===== src/design/nsc_pkg.sv =====
// Shared types, constants and helpers for the nearest segment on contour block.
`timescale 1ns / 1ps
`default_nettype none
package nsc_pkg;

    localparam int MAX_VERTICES_DEF  = 64;
    localparam int FRACTION_BITS_DEF = 16;

    localparam int COUNT_W = 7;
    localparam int COORD_W = 16;
    localparam int DOT_W   = 22;
    localparam int THR_W   = 30;
    localparam int CFG_W   = 30;
    localparam int LEN_W   = 34;
    localparam int OPA_W   = 20;

    localparam logic [DOT_W-1:0] DOT_MAX       = 22'h3FFFFF;
    localparam logic [THR_W-1:0] THRESHOLD_RST = 30'd3840;

    typedef enum logic [1:0] {
        MODE_LOAD  = 2'd0,
        MODE_FIND  = 2'd1,
        MODE_COORD = 2'd2,
        MODE_RSVD  = 2'd3
    } t_mode;

    typedef enum logic [1:0] {
        CFG_COUNT     = 2'd0,
        CFG_ORIGIN_X  = 2'd1,
        CFG_ORIGIN_Y  = 2'd2,
        CFG_THRESHOLD = 2'd3
    } t_cfg;

    typedef enum logic [4:0] {
        ST_IDLE,
        ST_RD1,
        ST_RD2,
        ST_DIF,
        ST_MDX,
        ST_MDY,
        ST_MWX,
        ST_MWY,
        ST_CHK,
        ST_DIV,
        ST_MTX,
        ST_MTY,
        ST_EY,
        ST_MEX,
        ST_MEY,
        ST_CMP,
        ST_NEXT,
        ST_DONE
    } t_state;

    typedef struct packed {
        logic             start;
        logic [LEN_W-1:0] dividend;
        logic [LEN_W-1:0] divisor;
    } t_div_req;

    function automatic logic signed [OPA_W-1:0] sat16(input logic signed [OPA_W-1:0] v);
        logic signed [OPA_W-1:0] r;
        if (v > OPA_W'(32767)) begin
            r = OPA_W'(32767);
        end else if (v < -OPA_W'(32768)) begin
            r = -OPA_W'(32768);
        end else begin
            r = v;
        end
        return r;
    endfunction

endpackage
`default_nettype wire


===== src/design/nearest_segment_on_contour.sv =====
// Top level: vertex table, sequencer and shared datapath of the contour search.
`timescale 1ns / 1ps
`default_nettype none
// Holds a closed polygon in a single-port table and answers two queries on it. A find beat
// walks the segments in turn, up to a zero-length one that ends the walk, through one shared
// multiplier and a one-bit-per-cycle divider; a segment whose projection falls outside the
// segment skips the divide and distance steps. The input side is ready only while no query
// is in work; a finished result waits in the output register while loads are taken.
module nearest_segment_on_contour #(
    parameter int MAX_VERTICES  = nsc_pkg::MAX_VERTICES_DEF,
    parameter int FRACTION_BITS = nsc_pkg::FRACTION_BITS_DEF
) (
    input  wire logic                         i_clk,
    input  wire logic                         i_rst_n,
    input  wire logic                         i_cfg_we,
    input  wire logic [1:0]                   i_cfg_index,
    input  wire logic [nsc_pkg::CFG_W-1:0]    i_cfg_data,
    input  wire logic                         i_valid,
    output logic                              o_ready,
    input  wire logic [1:0]                   i_mode,
    input  wire logic [5:0]                   i_vertex_index,
    input  wire logic signed [15:0]           i_point_x,
    input  wire logic signed [15:0]           i_point_y,
    input  wire logic [nsc_pkg::DOT_W-1:0]    i_dot_position,
    output logic                              o_valid,
    input  wire logic                         i_ready,
    output logic signed [15:0]                o_out_x,
    output logic signed [15:0]                o_out_y,
    output logic [nsc_pkg::DOT_W-1:0]         o_out_dot_position,
    output logic                              o_near_found
);

    localparam int F   = FRACTION_BITS;
    localparam int IW  = $clog2(MAX_VERTICES);
    localparam int CW  = $clog2(MAX_VERTICES + 1);
    localparam int AW  = nsc_pkg::OPA_W;
    localparam int BW  = (F + 2 > AW) ? F + 2 : AW;
    localparam int PW  = AW + BW;
    localparam int TW  = F + 1;
    localparam int LW  = nsc_pkg::LEN_W;
    localparam int DW  = nsc_pkg::DOT_W;
    localparam int PSW = IW + F + 1;
    localparam logic [DW-1:0]       FMASK = DW'((64'd1 << F) - 64'd1);
    localparam logic signed [PW-1:0] HALF = PW'(64'd1 << (F - 1));

    nsc_pkg::t_state r_state, n_state;
    nsc_pkg::t_mode  r_mode;

    logic [nsc_pkg::COUNT_W-1:0] r_vcount;
    logic signed [15:0]          r_ox, r_oy;
    logic [nsc_pkg::THR_W-1:0]   r_thr;

    logic [IW-1:0]           r_i;
    logic [31:0]             r_v1;
    logic signed [15:0]      r_qx, r_qy;
    logic signed [16:0]      r_dx, r_dy;
    logic signed [17:0]      r_p1x, r_p1y, r_wx, r_wy;
    logic [TW-1:0]           r_t;
    logic signed [PW-1:0]    r_acc;
    logic [LW-1:0]           r_len;
    logic signed [AW-1:0]    r_ex, r_ey;
    logic                    r_found;
    logic [nsc_pkg::THR_W-1:0] r_best_d;
    logic [DW-1:0]           r_best_pos;

    logic [CW-1:0]           w_n;
    logic [CW-1:0]           w_i1;
    logic [IW-1:0]           w_j;
    logic                    w_accept;
    logic                    w_we;
    logic [IW-1:0]           w_addr;
    logic [31:0]             w_rd;
    logic signed [AW-1:0]    w_ma;
    logic signed [BW-1:0]    w_mb;
    logic signed [PW-1:0]    w_p;
    logic signed [PW-1:0]    w_sum;
    logic signed [PW-1:0]    w_rnd;
    logic signed [AW-1:0]    w_proj;
    logic signed [15:0]      w_v1x, w_v1y, w_v2x, w_v2y;
    logic [DW-1:0]           w_seg;
    logic                    w_out_free;
    nsc_pkg::t_div_req       w_div_req;
    logic                    w_div_done;
    logic [TW-1:0]           w_quot;

    always_comb begin
        if (32'(r_vcount) > 32'(MAX_VERTICES)) begin
            w_n = CW'(MAX_VERTICES);
        end else begin
            w_n = CW'(r_vcount);
        end
    end

    assign w_i1     = CW'(r_i) + 1'b1;
    assign w_j      = (w_i1 == w_n) ? '0 : IW'(w_i1);
    assign w_accept = i_valid && o_ready;
    assign w_out_free = !o_valid || i_ready;
    assign w_seg    = DW'(i_dot_position >> F);

    assign w_v1x = r_v1[15:0];
    assign w_v1y = r_v1[31:16];
    assign w_v2x = w_rd[15:0];
    assign w_v2y = w_rd[31:16];

    assign w_sum = r_acc + w_p;
    assign w_rnd = (w_p + HALF) >>> F;

    nsc_ram #(
        .WIDTH (32),
        .DEPTH (MAX_VERTICES)
    ) u_table (
        .i_clk   (i_clk),
        .i_we    (w_we),
        .i_addr  (w_addr),
        .i_wdata ({i_point_y, i_point_x}),
        .o_rdata (w_rd)
    );

    nsc_mul #(
        .AW (AW),
        .BW (BW)
    ) u_mul (
        .i_clk (i_clk),
        .i_a   (w_ma),
        .i_b   (w_mb),
        .o_p   (w_p)
    );

    nsc_div #(
        .FRACTION_BITS (F)
    ) u_div (
        .i_clk   (i_clk),
        .i_rst_n (i_rst_n),
        .i_req   (w_div_req),
        .o_done  (w_div_done),
        .o_quot  (w_quot)
    );

    always_ff @(posedge i_clk) begin
        if (!i_rst_n) begin
            r_state <= nsc_pkg::ST_IDLE;
        end else begin
            r_state <= n_state;
        end
    end

    always_comb begin
        n_state   = r_state;
        o_ready   = 1'b0;
        w_we      = 1'b0;
        w_addr    = r_i;
        w_ma      = '0;
        w_mb      = '0;
        w_proj    = AW'(w_rnd) + AW'(r_p1x);
        w_div_req = '{start: 1'b0, dividend: LW'(w_sum), divisor: r_len};
        unique case (r_state)
            nsc_pkg::ST_IDLE: begin
                o_ready = 1'b1;
                w_addr  = IW'(i_vertex_index);
                if (w_accept) begin
                    unique case (nsc_pkg::t_mode'(i_mode))
                        nsc_pkg::MODE_LOAD: begin
                            w_we = 32'(i_vertex_index) < 32'(MAX_VERTICES);
                        end
                        nsc_pkg::MODE_FIND: begin
                            n_state = (w_n == '0) ? nsc_pkg::ST_DONE : nsc_pkg::ST_RD1;
                        end
                        nsc_pkg::MODE_COORD: begin
                            n_state = (w_n == '0 || i_dot_position == '0) ?
                                      nsc_pkg::ST_DONE : nsc_pkg::ST_RD1;
                        end
                        nsc_pkg::MODE_RSVD: begin
                            n_state = nsc_pkg::ST_IDLE;
                        end
                    endcase
                end
            end
            nsc_pkg::ST_RD1: n_state = nsc_pkg::ST_RD2;
            nsc_pkg::ST_RD2: begin
                w_addr  = w_j;
                n_state = nsc_pkg::ST_DIF;
            end
            nsc_pkg::ST_DIF: begin
                n_state = (r_mode == nsc_pkg::MODE_FIND) ? nsc_pkg::ST_MDX : nsc_pkg::ST_MTX;
            end
            nsc_pkg::ST_MDX: begin
                w_ma    = AW'(r_dx);
                w_mb    = BW'(r_dx);
                n_state = nsc_pkg::ST_MDY;
            end
            nsc_pkg::ST_MDY: begin
                w_ma    = AW'(r_dy);
                w_mb    = BW'(r_dy);
                n_state = nsc_pkg::ST_MWX;
            end
            nsc_pkg::ST_MWX: begin
                w_ma    = AW'(r_wx);
                w_mb    = BW'(r_dx);
                n_state = nsc_pkg::ST_MWY;
            end
            nsc_pkg::ST_MWY: begin
                w_ma    = AW'(r_wy);
                w_mb    = BW'(r_dy);
                n_state = nsc_pkg::ST_CHK;
            end
            nsc_pkg::ST_CHK: begin
                if (r_len == '0) begin
                    n_state = nsc_pkg::ST_DONE;
                end else if (w_sum[PW-1] || w_sum > $signed(PW'(r_len))) begin
                    n_state = nsc_pkg::ST_NEXT;
                end else begin
                    w_div_req.start = 1'b1;
                    n_state         = nsc_pkg::ST_DIV;
                end
            end
            nsc_pkg::ST_DIV: begin
                if (w_div_done) begin
                    n_state = nsc_pkg::ST_MTX;
                end
            end
            nsc_pkg::ST_MTX: begin
                w_ma    = AW'(r_dx);
                w_mb    = BW'({1'b0, r_t});
                n_state = nsc_pkg::ST_MTY;
            end
            nsc_pkg::ST_MTY: begin
                w_ma    = AW'(r_dy);
                w_mb    = BW'({1'b0, r_t});
                n_state = nsc_pkg::ST_EY;
            end
            nsc_pkg::ST_EY: begin
                w_proj  = AW'(w_rnd) + AW'(r_p1y);
                n_state = (r_mode == nsc_pkg::MODE_FIND) ? nsc_pkg::ST_MEX : nsc_pkg::ST_DONE;
            end
            nsc_pkg::ST_MEX: begin
                w_ma    = r_ex;
                w_mb    = BW'(r_ex);
                n_state = nsc_pkg::ST_MEY;
            end
            nsc_pkg::ST_MEY: begin
                w_ma    = r_ey;
                w_mb    = BW'(r_ey);
                n_state = nsc_pkg::ST_CMP;
            end
            nsc_pkg::ST_CMP: n_state = nsc_pkg::ST_NEXT;
            nsc_pkg::ST_NEXT: begin
                n_state = (w_i1 == w_n) ? nsc_pkg::ST_DONE : nsc_pkg::ST_RD1;
            end
            nsc_pkg::ST_DONE: begin
                if (w_out_free) begin
                    n_state = nsc_pkg::ST_IDLE;
                end
            end
            default: n_state = nsc_pkg::ST_IDLE;
        endcase
    end

    always_ff @(posedge i_clk) begin
        if (!i_rst_n) begin
            r_vcount <= '0;
            r_ox     <= '0;
            r_oy     <= '0;
            r_thr    <= nsc_pkg::THRESHOLD_RST;
        end else if (i_cfg_we) begin
            unique case (nsc_pkg::t_cfg'(i_cfg_index))
                nsc_pkg::CFG_COUNT:     r_vcount <= i_cfg_data[nsc_pkg::COUNT_W-1:0];
                nsc_pkg::CFG_ORIGIN_X:  r_ox     <= i_cfg_data[15:0];
                nsc_pkg::CFG_ORIGIN_Y:  r_oy     <= i_cfg_data[15:0];
                nsc_pkg::CFG_THRESHOLD: r_thr    <= i_cfg_data[nsc_pkg::THR_W-1:0];
            endcase
        end
    end

    always_ff @(posedge i_clk) begin
        if (!i_rst_n) begin
            r_found <= 1'b0;
        end else if (w_accept) begin
            r_found <= 1'b0;
        end else if (r_state == nsc_pkg::ST_CMP && w_sum < $signed(PW'(r_thr))
                     && (!r_found || w_sum < $signed(PW'(r_best_d)))) begin
            r_found <= 1'b1;
        end
    end

    always_ff @(posedge i_clk) begin
        case (r_state)
            nsc_pkg::ST_IDLE: begin
                r_mode     <= nsc_pkg::t_mode'(i_mode);
                r_qx       <= i_point_x;
                r_qy       <= i_point_y;
                r_best_pos <= '0;
                r_ex       <= '0;
                r_ey       <= '0;
                r_i        <= '0;
                r_t        <= TW'(i_dot_position & FMASK);
                if (i_mode == nsc_pkg::MODE_COORD && w_n != '0) begin
                    if (32'(w_seg) > 32'(w_n) - 32'd1) begin
                        r_i <= IW'(w_n - 1'b1);
                    end else begin
                        r_i <= IW'(w_seg);
                    end
                end
            end
            nsc_pkg::ST_RD2: r_v1 <= w_rd;
            nsc_pkg::ST_DIF: begin
                r_dx  <= 17'(w_v2x) - 17'(w_v1x);
                r_dy  <= 17'(w_v2y) - 17'(w_v1y);
                r_p1x <= 18'(w_v1x) + 18'(r_ox);
                r_p1y <= 18'(w_v1y) + 18'(r_oy);
                r_wx  <= 18'(r_qx) - (18'(w_v1x) + 18'(r_ox));
                r_wy  <= 18'(r_qy) - (18'(w_v1y) + 18'(r_oy));
            end
            nsc_pkg::ST_MDY: r_acc <= w_p;
            nsc_pkg::ST_MWX: r_len <= LW'(w_sum);
            nsc_pkg::ST_MWY: r_acc <= w_p;
            nsc_pkg::ST_DIV: r_t   <= w_quot;
            nsc_pkg::ST_EY,
            nsc_pkg::ST_MTY: begin
                if (r_mode == nsc_pkg::MODE_FIND) begin
                    if (r_state == nsc_pkg::ST_MTY) begin
                        r_ex <= AW'(r_qx) - w_proj;
                    end else begin
                        r_ey <= AW'(r_qy) - w_proj;
                    end
                end else begin
                    if (r_state == nsc_pkg::ST_MTY) begin
                        r_ex <= nsc_pkg::sat16(w_proj);
                    end else begin
                        r_ey <= nsc_pkg::sat16(w_proj);
                    end
                end
            end
            nsc_pkg::ST_MEY: r_acc <= w_p;
            nsc_pkg::ST_CMP: begin
                if (w_sum < $signed(PW'(r_thr)) && (!r_found || w_sum < $signed(PW'(r_best_d))))
                begin
                    r_best_d <= nsc_pkg::THR_W'(w_sum);
                    if (64'(PSW'(r_i) << F) + 64'(r_t) > 64'(nsc_pkg::DOT_MAX)) begin
                        r_best_pos <= nsc_pkg::DOT_MAX;
                    end else begin
                        r_best_pos <= DW'((PSW'(r_i) << F) + PSW'(r_t));
                    end
                end
            end
            nsc_pkg::ST_NEXT: r_i <= IW'(w_i1);
            default: ;
        endcase
    end

    always_ff @(posedge i_clk) begin
        if (!i_rst_n) begin
            o_valid <= 1'b0;
        end else if (r_state == nsc_pkg::ST_DONE && w_out_free) begin
            o_valid <= 1'b1;
        end else if (i_ready) begin
            o_valid <= 1'b0;
        end
    end

    always_ff @(posedge i_clk) begin
        if (r_state == nsc_pkg::ST_DONE && w_out_free) begin
            if (r_mode == nsc_pkg::MODE_FIND) begin
                o_out_x            <= '0;
                o_out_y            <= '0;
                o_out_dot_position <= r_best_pos;
                o_near_found       <= r_found;
            end else begin
                o_out_x            <= r_ex[15:0];
                o_out_y            <= r_ey[15:0];
                o_out_dot_position <= '0;
                o_near_found       <= 1'b0;
            end
        end
    end

`ifndef SYNTHESIS
    a_query_blocks: assert property (@(posedge i_clk) disable iff (!i_rst_n)
        (w_accept && (i_mode == nsc_pkg::MODE_FIND || i_mode == nsc_pkg::MODE_COORD))
        |=> !o_ready)
        else $error("input taken while a query is in work");
    a_div_done_in_div: assert property (@(posedge i_clk) disable iff (!i_rst_n)
        w_div_done |-> r_state == nsc_pkg::ST_DIV)
        else $error("divider finished outside the divide state");
    a_best_below_thr: assert property (@(posedge i_clk) disable iff (!i_rst_n)
        (r_state == nsc_pkg::ST_CMP && r_found) |-> r_best_d < r_thr)
        else $error("kept distance not below threshold");
    a_found_no_coords: assert property (@(posedge i_clk) disable iff (!i_rst_n)
        (o_valid && o_near_found) |-> (o_out_x == '0 && o_out_y == '0))
        else $error("find result carries coordinates");
    a_done_free_out: assert property (@(posedge i_clk) disable iff (!i_rst_n)
        (r_state == nsc_pkg::ST_DONE && w_out_free) |=> o_valid)
        else $error("result not presented");
`endif

endmodule
`default_nettype wire


===== src/design/nsc_ram.sv =====
// Generic single-port RAM with registered read.
`timescale 1ns / 1ps
`default_nettype none
module nsc_ram #(
    parameter int WIDTH = 32,
    parameter int DEPTH = 64
) (
    input  wire logic                     i_clk,
    input  wire logic                     i_we,
    input  wire logic [$clog2(DEPTH)-1:0] i_addr,
    input  wire logic [WIDTH-1:0]         i_wdata,
    output logic      [WIDTH-1:0]         o_rdata
);

    logic [WIDTH-1:0] r_mem [DEPTH];

    always_ff @(posedge i_clk) begin
        if (i_we) begin
            r_mem[i_addr] <= i_wdata;
        end
        o_rdata <= r_mem[i_addr];
    end

endmodule
`default_nettype wire


===== src/design/nsc_mul.sv =====
// Shared signed multiplier with registered product.
`timescale 1ns / 1ps
`default_nettype none
module nsc_mul #(
    parameter int AW = 20,
    parameter int BW = 26
) (
    input  wire logic                    i_clk,
    input  wire logic signed [AW-1:0]    i_a,
    input  wire logic signed [BW-1:0]    i_b,
    output logic signed      [AW+BW-1:0] o_p
);

    always_ff @(posedge i_clk) begin
        o_p <= (AW+BW)'(i_a) * (AW+BW)'(i_b);
    end

endmodule
`default_nettype wire


===== src/design/nsc_div.sv =====
// Restoring divider producing one quotient bit per cycle for the projection fraction.
`timescale 1ns / 1ps
`default_nettype none
module nsc_div #(
    parameter int FRACTION_BITS = nsc_pkg::FRACTION_BITS_DEF
) (
    input  wire logic                    i_clk,
    input  wire logic                    i_rst_n,
    input  wire nsc_pkg::t_div_req       i_req,
    output logic                         o_done,
    output logic [FRACTION_BITS:0]       o_quot
);

    localparam int LW  = nsc_pkg::LEN_W;
    localparam int CNW = $clog2(FRACTION_BITS + 2);

    logic          r_busy;
    logic [CNW-1:0] r_cnt;
    logic [LW:0]   r_rem;
    logic [LW-1:0] r_den;
    logic [LW:0]   w_trial;
    logic          w_ge;

    assign w_trial = (r_cnt == '0) ? r_rem : {r_rem[LW-1:0], 1'b0};
    assign w_ge    = w_trial >= {1'b0, r_den};

    always_ff @(posedge i_clk) begin
        if (!i_rst_n) begin
            r_busy <= 1'b0;
            o_done <= 1'b0;
            r_cnt  <= '0;
        end else begin
            o_done <= 1'b0;
            if (i_req.start) begin
                r_busy <= 1'b1;
                r_cnt  <= '0;
            end else if (r_busy) begin
                r_cnt <= r_cnt + 1'b1;
                if (r_cnt == CNW'(FRACTION_BITS)) begin
                    r_busy <= 1'b0;
                    o_done <= 1'b1;
                end
            end
        end
    end

    always_ff @(posedge i_clk) begin
        if (i_req.start) begin
            r_rem  <= {1'b0, i_req.dividend};
            r_den  <= i_req.divisor;
            o_quot <= '0;
        end else if (r_busy) begin
            r_rem  <= w_ge ? (w_trial - {1'b0, r_den}) : w_trial;
            o_quot <= {o_quot[FRACTION_BITS-1:0], w_ge};
        end
    end

endmodule
`default_nettype wire

===== config.mk =====
export PLATFORM = sky130hd
export DESIGN_NAME = nearest_segment_on_contour
export DESIGN_NICKNAME = d
export VERILOG_FILES = /design/src/design/nsc_pkg.sv /design/src/design/nearest_segment_on_contour.sv /design/src/design/nsc_ram.sv /design/src/design/nsc_mul.sv /design/src/design/nsc_div.sv
export SDC_FILE = /design/constraint.sdc
export NUM_CORES = 2
export LEC_CHECK = 0
export ABC_AREA = 1
export BUFFER_PORTS_ARGS = -buffer_cell sky130_fd_sc_hd__buf_4
export CAP_MARGIN = 20
export CELL_PAD_IN_SITES_DETAIL_PLACEMENT = 0
export CELL_PAD_IN_SITES_GLOBAL_PLACEMENT = 1
export CORE_MARGIN = 8
export CORE_UTILIZATION = 45
export CTS_CLUSTER_DIAMETER = 200
export DETAILED_ROUTE_END_ITERATION = 8
export PLACE_DENSITY = 0.82
export SYNTH_ARGS = -nofsm -noshare
export SYNTH_HDL_FRONTEND = slang
export SYNTH_SLANG_ARGS = --single-unit

===== constraint.sdc =====
create_clock -name i_clk -period 7.82 [get_ports i_clk]
set_input_delay 1.564 -clock i_clk [delete_from_list [all_inputs] [get_ports i_clk]]
set_output_delay 1.564 -clock i_clk [all_outputs]
set_load 0.02 [all_outputs]

==> results.json <==
{
  "hp-class": "flip-flop to flip-flop",
  "ys_warn_count": 0,
  "synth-adder-area-share_pct": 9.99,
  "ioPinCount": 156,
  "violations": "setup timing",
  "synth-seq-area-share_pct": 55.9,
  "finClkSkew_ns": 0.0852,
  "status": "complete, but fails checks",
  "critPathMaxFanout": 5,
  "slew_headroom_pct": 27.7,
  "rr_worst_depth": 38,
  "finalHoldViolations": 0,
  "gp_congestion": 0.962,
  "dieArea_sq_um": 334000,
  "grt_pass1_wl_um": 633000,
  "synth_seq_cells": 2703,
  "cts_root_buf": "clkbuf_16",
  "critPathKind": "flip-flop to flip-flop",
  "setup_viol": 3,
  "synth-simple-area-share_pct": 21.5,
  "netlist_area_sq_um": 142000,
  "postSynth.topFlopCell": "edfxtp_1",
  "holdWs_ns": 0.405,
  "rows": 206,
  "vias_per_cell": 5.29,
  "antenna_found_initial": 17,
  "synth_compound_area_share_pct": 4.63,
  "min_delay_path_depth": 0,
  "fin_crit_sh_pct": 101,
  "syn-num-nets": 15800,
  "cts.path.max_buffers": 4,
  "clkSinkCount": 2703,
  "cts_tree": "yes",
  "tightestPinTransition_ns": 1.08,
  "crit_slowest_cell": "fa_1",
  "r2r_setup_slack_ns": -0.08,
  "syn_area_per_cell_sq_um": 9.56,
  "yosysTopAreaCellShare_pct": 53.5,
  "layout-drive-gt1-share_pct": 9.45,
  "maxCapViolations": 0,
  "critPathLaunchType": "flip-flop",
  "synth_cell_types": 60,
  "post-dp-hpwl_um": 278000,
  "synth_edf_count": 2530,
  "drt_iter0_markers": 10100,
  "drtPass1Iterations": 6,
  "maxSlewViolCount": 0,
  "synth_cells": 14900,
  "fp.dieH_um": 578,
  "synth_top_family_by_area": "simple AND/OR/NAND/NOR gates",
  "start_util_pct": 45.2,
  "grt_max_degree": 175,
  "placed_cell_area_sq_um": 150000,
  "layout_setup_ws_ns": -0.0805,
  "track_usage_pct": 25.0,
  "finalPower_uw": 40500,
  "vias": 104000,
  "p_leak_uw": 0.0704,
  "cp_common_cell": "fa_1",
  "grt_pass1_vias": 98300,
  "fin_nets": 16200,
  "antenna_left": 0,
  "ctsHtreeMaxLevel": 5,
  "final_area_sq_um": 161000,
  "die_x_um": 578,
  "portBuffers": 155,
  "muxShareOfSynthArea_pct": 0,
  "core_sq_um": 314000,
  "wl_per_cell_um": 21.8,
  "max_freq_ghz": 0.127,
  "syn_to_final_growth_pct": 13.6,
  "overflow": 0,
  "synth_top_area_cell": "edfxtp_1",
  "clk_pin_slew_ns": 0.06,
  "synth_area_leaders": "edfxtp_1 (53%), nand2_1 (16%), fa_1 (6.1%)",
  "mostFrequentLayoutCells": "nand2_1 (5,939), edfxtp_1 (2,530), inv_1 (1,466)",
  "finalWirelength_um": 430000,
  "drc": 0,
  "cpPeakStageDelay_ns": 0.60,
  "final_common_cell": "nand2_1",
  "cts_buffers": 298,
  "irDropWorstVdd_uv": 236,
  "setup.worst_path.end_class": "flip-flop",
  "critPathArrivalTime_ns": 8.64,
  "synthArstFlopShare_pct": 0,
  "min_period_ns": 7.90,
  "clock_latency_ns": 0.94,
  "grt_setup_unrepaired": "yes",
  "place_ws_ns": -0.379,
  "synth-xor-area-share_pct": 1.51,
  "crit_required_ns": 8.56,
  "powerDensity_nw_per_um2": 251
}
[cells by family (layout without fill, tap and decap cells)]
kind of cell | Yosys count | after routing
AO/OA/AOI/OAI | 1186 | 1186
XOR/XNOR | 245 | 245
adder cells (fa/ha/maj) | 875 | 875
buffers and inverters | 2142 | 2784
flip-flops | 2703 | 2703
other | 0 | 9
AND/OR/NAND/NOR | 7705 | 7705
[final cells by class]
type | instances | area (sq um)
clock buffers | 391 | 8060
fillers | 28400 | 153000
multi-input cells | 10000 | 54900
well taps | 4160 | 5200
flip-flops and latches | 2703 | 79400
inverters | 1520 | 5750
repair buffers | 719 | 6290
diodes | 9 | 22.5
clock inverters | 154 | 1710
[synth_stat cells, types with 65 or more instances]
cell,number
buf_6,91
ha_1,444
fa_1,431
xor2_1,163
nor2_1,756
clkbuf_1,250
dfxtp_1,173
edfxtp_1,2530
a21oi_1,437
o211ai_1,65
nand3_1,779
inv_1,1490
nand2_1,5959
xnor2_1,82
o21ai_0,477
buf_2,186
[sequential cells by signal, summed over array words and instances, names as in the netlist, 20 cells and up]
name	count
o_out_dot_position	22
r_acc	40
r_best_d	30
r_best_pos	22
r_ex	20
r_ey	20
r_len	34
r_thr	30
r_v1	32
u_div.r_den	34
u_div.r_rem	35
u_mul.o_p	40
u_table.o_rdata	32
u_table.r_mem	2048
[metrics by stage]
stage          util, %  setup TNS, ns  std cells
2_1_floorplan        -              0      14900
3_3_place_gp      47.7          -2.02      19100
3_5_place_dp      47.7          -2.72      19100
4_1_cts           51.0              0      19600
5_1_grt           51.3          -1.24      19700
6_report          51.3         -0.147      19700
[worst paths after layout]
kind	end	start
setup / recovery	u_mul.o_p[35]	r_state[1]
hold / removal	r_v1[14]	u_table.o_rdata[14]
setup reg to reg	u_mul.o_p[35]	r_state[1]
hold reg to reg	r_v1[14]	u_table.o_rdata[14]
[power by group]
group	leakage (uW)	switching (uW)	total [uW]	internal [uW]
logic	0.0413	7200	9750	2550
clock network	0.00474	5970	14100	8130
registers	0.0244	270	16600	16300
total	0.0704	13400	40500	27000
[critical path, delay by kind of cell, from the launching register on]
kind                       cells  cell delay, ns
adders and majority gates      8            3.82
buffers and inverters         15            1.76
AOI/OAI and AO/OA              5            0.89
and+or+nand+nor                9            0.78
DFF                            1            0.37
xor gates and xnor gates       1            0.12
[layer usage]
layer	track usage, %	wire (um)
met2	40.7	199000
met4	8.79	17100
met3	3.42	32000
met1	34.5	181000
met5	0	12
[timing repair]
action | in CTS | in global routing
hold buffers | 0 | 0
gates cloned | 3 | 1
setup buffers | 13 | 44
endpoints found under the setup margin | 16 | 20
gates resized for setup | 79 | 174
pin swaps | 17 | 58
(Power assumes the default switching activity.)
